<file path="src/sv/sti_pkg.sv">
// ============================================================================
// sti_pkg
// Shared widths and helpers for the segment/triangle intersection core.
// ============================================================================
package sti_pkg;
    localparam int COORD_BITS  = 21;
    localparam int FIELD_BITS  = 63;
    localparam int TOL_BITS    = 32;
    localparam int DIFF_BITS   = COORD_BITS + 1;
    localparam int PROD_BITS   = 2 * DIFF_BITS;
    localparam int NRM_BITS    = PROD_BITS + 1;
    localparam int DOTP_BITS   = NRM_BITS + DIFF_BITS;
    localparam int DOT_BITS    = DOTP_BITS + 2;
    localparam int PIPE_STAGES = 6;

    typedef logic signed [COORD_BITS-1:0] coord_t;
    typedef logic signed [DIFF_BITS-1:0]  diff_t;
    typedef logic signed [NRM_BITS-1:0]   nrm_t;
    typedef logic signed [DOTP_BITS-1:0]  dotp_t;
    typedef logic signed [DOT_BITS-1:0]   dot_t;

    typedef struct packed {
        diff_t [2:0] ab;
        diff_t [2:0] ac;
        diff_t [2:0] ap;
        diff_t [2:0] aq;
        diff_t [2:0] dir;
    } diffs_t;

    typedef struct packed {
        nrm_t [2:0] n;
        nrm_t [2:0] m2;
        nrm_t [2:0] m3;
        diff_t [2:0] ap;
        diff_t [2:0] aq;
        diff_t [2:0] dir;
    } crosses_t;

    typedef struct packed {
        dotp_t [2:0] dp;
        dotp_t [2:0] dq;
        dotp_t [2:0] dn;
        dotp_t [2:0] d2;
        dotp_t [2:0] d3;
    } prods_t;

    typedef struct packed {
        dot_t dp;
        dot_t dq;
        dot_t den;
        dot_t det2;
        dot_t det3;
    } dots_t;

    function automatic coord_t get_coord(input logic [FIELD_BITS-1:0] f, input int i);
        get_coord = coord_t'(f[i*COORD_BITS +: COORD_BITS]);
    endfunction
endpackage

</file>
<file path="src/sv/sti_stage.sv">
// ============================================================================
// sti_stage
// Valid-bit chain for the pipeline stages, with stall handling.
// ============================================================================
module sti_stage (
    input  logic                            aclk,
    input  logic                            aresetn,
    input  logic                            en,
    input  logic                            in_valid,
    output logic [sti_pkg::PIPE_STAGES-1:0] valid
);
    import sti_pkg::*;

    logic [PIPE_STAGES-1:0] valid_reg;

    always_ff @(posedge aclk) begin
        if (!aresetn) begin
            valid_reg <= '0;
        end else if (en) begin
            valid_reg <= {valid_reg[PIPE_STAGES-2:0], in_valid};
        end
    end

    assign valid = valid_reg;
endmodule

</file>
<file path="config.mk">
export PLATFORM = sky130hd
export DESIGN_NAME = sti_stage
export DESIGN_NICKNAME = d
export VERILOG_FILES = /design/src/sv/sti_pkg.sv /design/src/sv/sti_stage.sv
export SDC_FILE = /design/constraint.sdc
export NUM_CORES = 1
export LEC_CHECK = 0
export BUFFER_PORTS_ARGS = -buffer_cell sky130_fd_sc_hd__buf_2
export CAP_MARGIN = 10
export CORE_AREA = 8 8 45 47
export DETAILED_ROUTE_END_ITERATION = 8
export DIE_AREA = 0 0 53 55
export SLEW_MARGIN = 20
export SYNTH_ARGS = -nofsm -noshare
export SYNTH_HDL_FRONTEND = slang
export SYNTH_SLANG_ARGS = --single-unit
</file>
<file path="constraint.sdc">
create_clock -name aclk -period 0.88 [get_ports aclk]
set_input_delay 0.132 -clock aclk [delete_from_list [all_inputs] [get_ports aclk]]
set_output_delay 0.132 -clock aclk [all_outputs]
set_load 0.03 [all_outputs]
</file>
==> results.md <==
* Total die area at 2920 um2
* Leak pwr at approximately 0.00015 uW
* Initial cell density of the core at 0.165
* Dpl ws at 0.153 ns
* Ant. Diodes at 0
* Congestion Overflow GR at 0
* Synth top area share at 0.525
* Post-synth top cells: dfxtp_1, mux2i_1, nor2b_1, buf_6
* Syn avg cell area at between 10 and 15 um2
* Final Critical Period at ~0.84 ns
* Initial antenna violation count at 0
* Tcrit/Tclk final at 0.959
* Pwr per Cell Area at around 1700 nW/um2
* CTS Hold Bufs at 0
* Via count at ~170
* Clock buffer count from CTS at 3
* Row count at 14
* Worst path max stage delay at 0.34 ns
* Tightest Pin Transition at around 0.14 ns
* Final ANT Viol Nets at 0
* Post-synth cell types at 4
* FF+latch count, synth at 6
* Largest net degree at the start of global routing at 7
* Int Pwr at 461 uW
* Switching part of the total at 0.214
* Setup Fix Bufs, Post-CTS at 0
* I/O pins at 10
* Layout cell share with drive strength beyond 1 at 0.600
* CP max FO at 3
* Peak VDD IR at roughly 0.00049 V
* First-pass GRT wire length at between 700 and 800 um
* Yosys top cell by area: dfxtp_1
* P&R area growth vs syn at 53.0%
* H-Tree Level Count at 1
* Worst-path cell chain: buf_6
* Max Cap Viol at 0
* WP buf/inv at 1
* Fmax at roughly 1.2 GHz
* Worst Setup SP: valid[3]$_SDFFE_PN0P_
* Sum Neg Setup Slack at 0 ns
* Port bufs at 9
* CP max stage cell: dfxtp_2
* Final Core Density at 0.253
* Wire length per cell at approximately 10 um
* Ys async rst share at 0
* Max reg flops at 6
* Synthesized Nets at 23
* Logic pwr share at 0.092
* Worst EP arrival at 0.71 ns
* DR DRC count at 0
* Post-synthesis sequential area ratio at 0.525
* Slew headroom at 0.902
* EDFF count, synth at 0
* Number of gates resized after CTS at 15
* Worst r2r src: valid[0]$_SDFFE_PN0P_
* Clock network power share at 0.422
* Worst Clk Skew at slightly above 0.003 ns
* Post-Synthesis Cells at 19
* CTS tree: yes
* Crit end category: output pin
* Vias in the first global route at 163
* Outcome: finished clean
* Path category of the worst min-delay check: input pin to flop
* Most used DFF post-synth: dfxtp_1
* Final worst slack at roughly 0.036 ns
* HP Start: in_valid
* DIE WIDTH at around 53 um
* Max-slew violations at 0
* Core ar. at roughly 1400 um2
* Sequential power share at 0.485
* Crit Path Category: flop to output pin
* Nets at 36
* RSZ-0062 raised after global routing: yes
* Drt first pass iters at 2
* Setup crit start kind: flop
* Crit path max-delay family: flip-flops
* Worst-skew pair later-pin latency at ~0.24 ns
* Sw Pwr at around 130 uW
* Total GRT Usage at 0.0399
* Critical Path RT at around 0.75 ns
* Final setup vio count at 0
* Hold Slack at roughly 0.16 ns
* Initial detailed-routing violation count at 2
* Power Total at roughly 590 uW
* Mapped Area at 229 um2
* Die span in y at 55 um
* Gpl congestion at 0.648
* Via density at between 3 and 4
* YS warnings at 0
* Final Hold Fails at 0
* Root buffer cell: clkbuf_4
* Clock sink count at 6
* Top post-synthesis cells by area: dfxtp_1, mux2i_1, nor2b_1
* Clk slew on worst S/H paths at 0.05 ns
* Clock buffer depth at 2
* Drt total wl at around 460 um
==> worst min-delay path, delay by kind of cell <==
kind	cells	cell delay, ns
and+or+nand+nor	1	0.09
buffers and inverters	1	0.07
muxes	1	0.06
==> final cells by class <==
type                    instances  area (um2)
flip-flops and latches          6         128
repair buffers                  9        82.6
well taps                      16        20.0
multi-input cells              12        97.6
clock buffers                   3        22.5
fillers                       153        1030
==> metal layers <==
layer  part of all wire  routed length, um  vias to the layer above  track usage
met5                  0                  0                        -            0
met4                  0                  0                        0       0.0388
met3               0.18                 82                        0       0.0508
met2               0.40                183                        7       0.0430
met1               0.42                196                       73       0.0351
li1                   -                  -                       85            -
==> cell usage in the layout (no fill, tap or decap) <==
cell	n
clkbuf_4	3
dfxtp_2	6
buf_2	3
buf_6	6
nor2b_1	6
mux2i_1	6
==> cells by family after synthesis <==
family,Yosys count,synth area share
flip-flops,6,0.525
multiplexers,6,0.262
AND/OR/NAND/NOR,6,0.164
buffers and inverters,1,0.0492
==> per-stage QoR <==
stage | std cells | area (um2)
global route | 46 | 350
CTS | 46 | 344
detailed placement | 43 | 283
finish | 46 | 350
global placement | 43 | 283
floorplan | 19 | 229
==> final timing paths <==
check | end | slack, ns | cells past startpoint
min reg2reg | valid[5]$_SDFFE_PN0P_ | 0.53 | 2
max | valid[3] | 0.04 | 1
min | valid[0]$_SDFFE_PN0P_ | 0.16 | 3
max reg2reg | valid[1]$_SDFFE_PN0P_ | 0.24 | 2
==> power groups by stage <==
stage | combinational (uW) | clock (uW) | sequential, uW
finish | 54.2 | 247 | 284
global route | 57.4 | 287 | 284
CTS | 55.0 | 261 | 284
detailed placement | 48.8 | 0 | 287
global placement | 47.8 | 0 | 287
floorplan | 24.9 | 0 | 298
No activity file was read; power rests on OpenSTA's default activity.
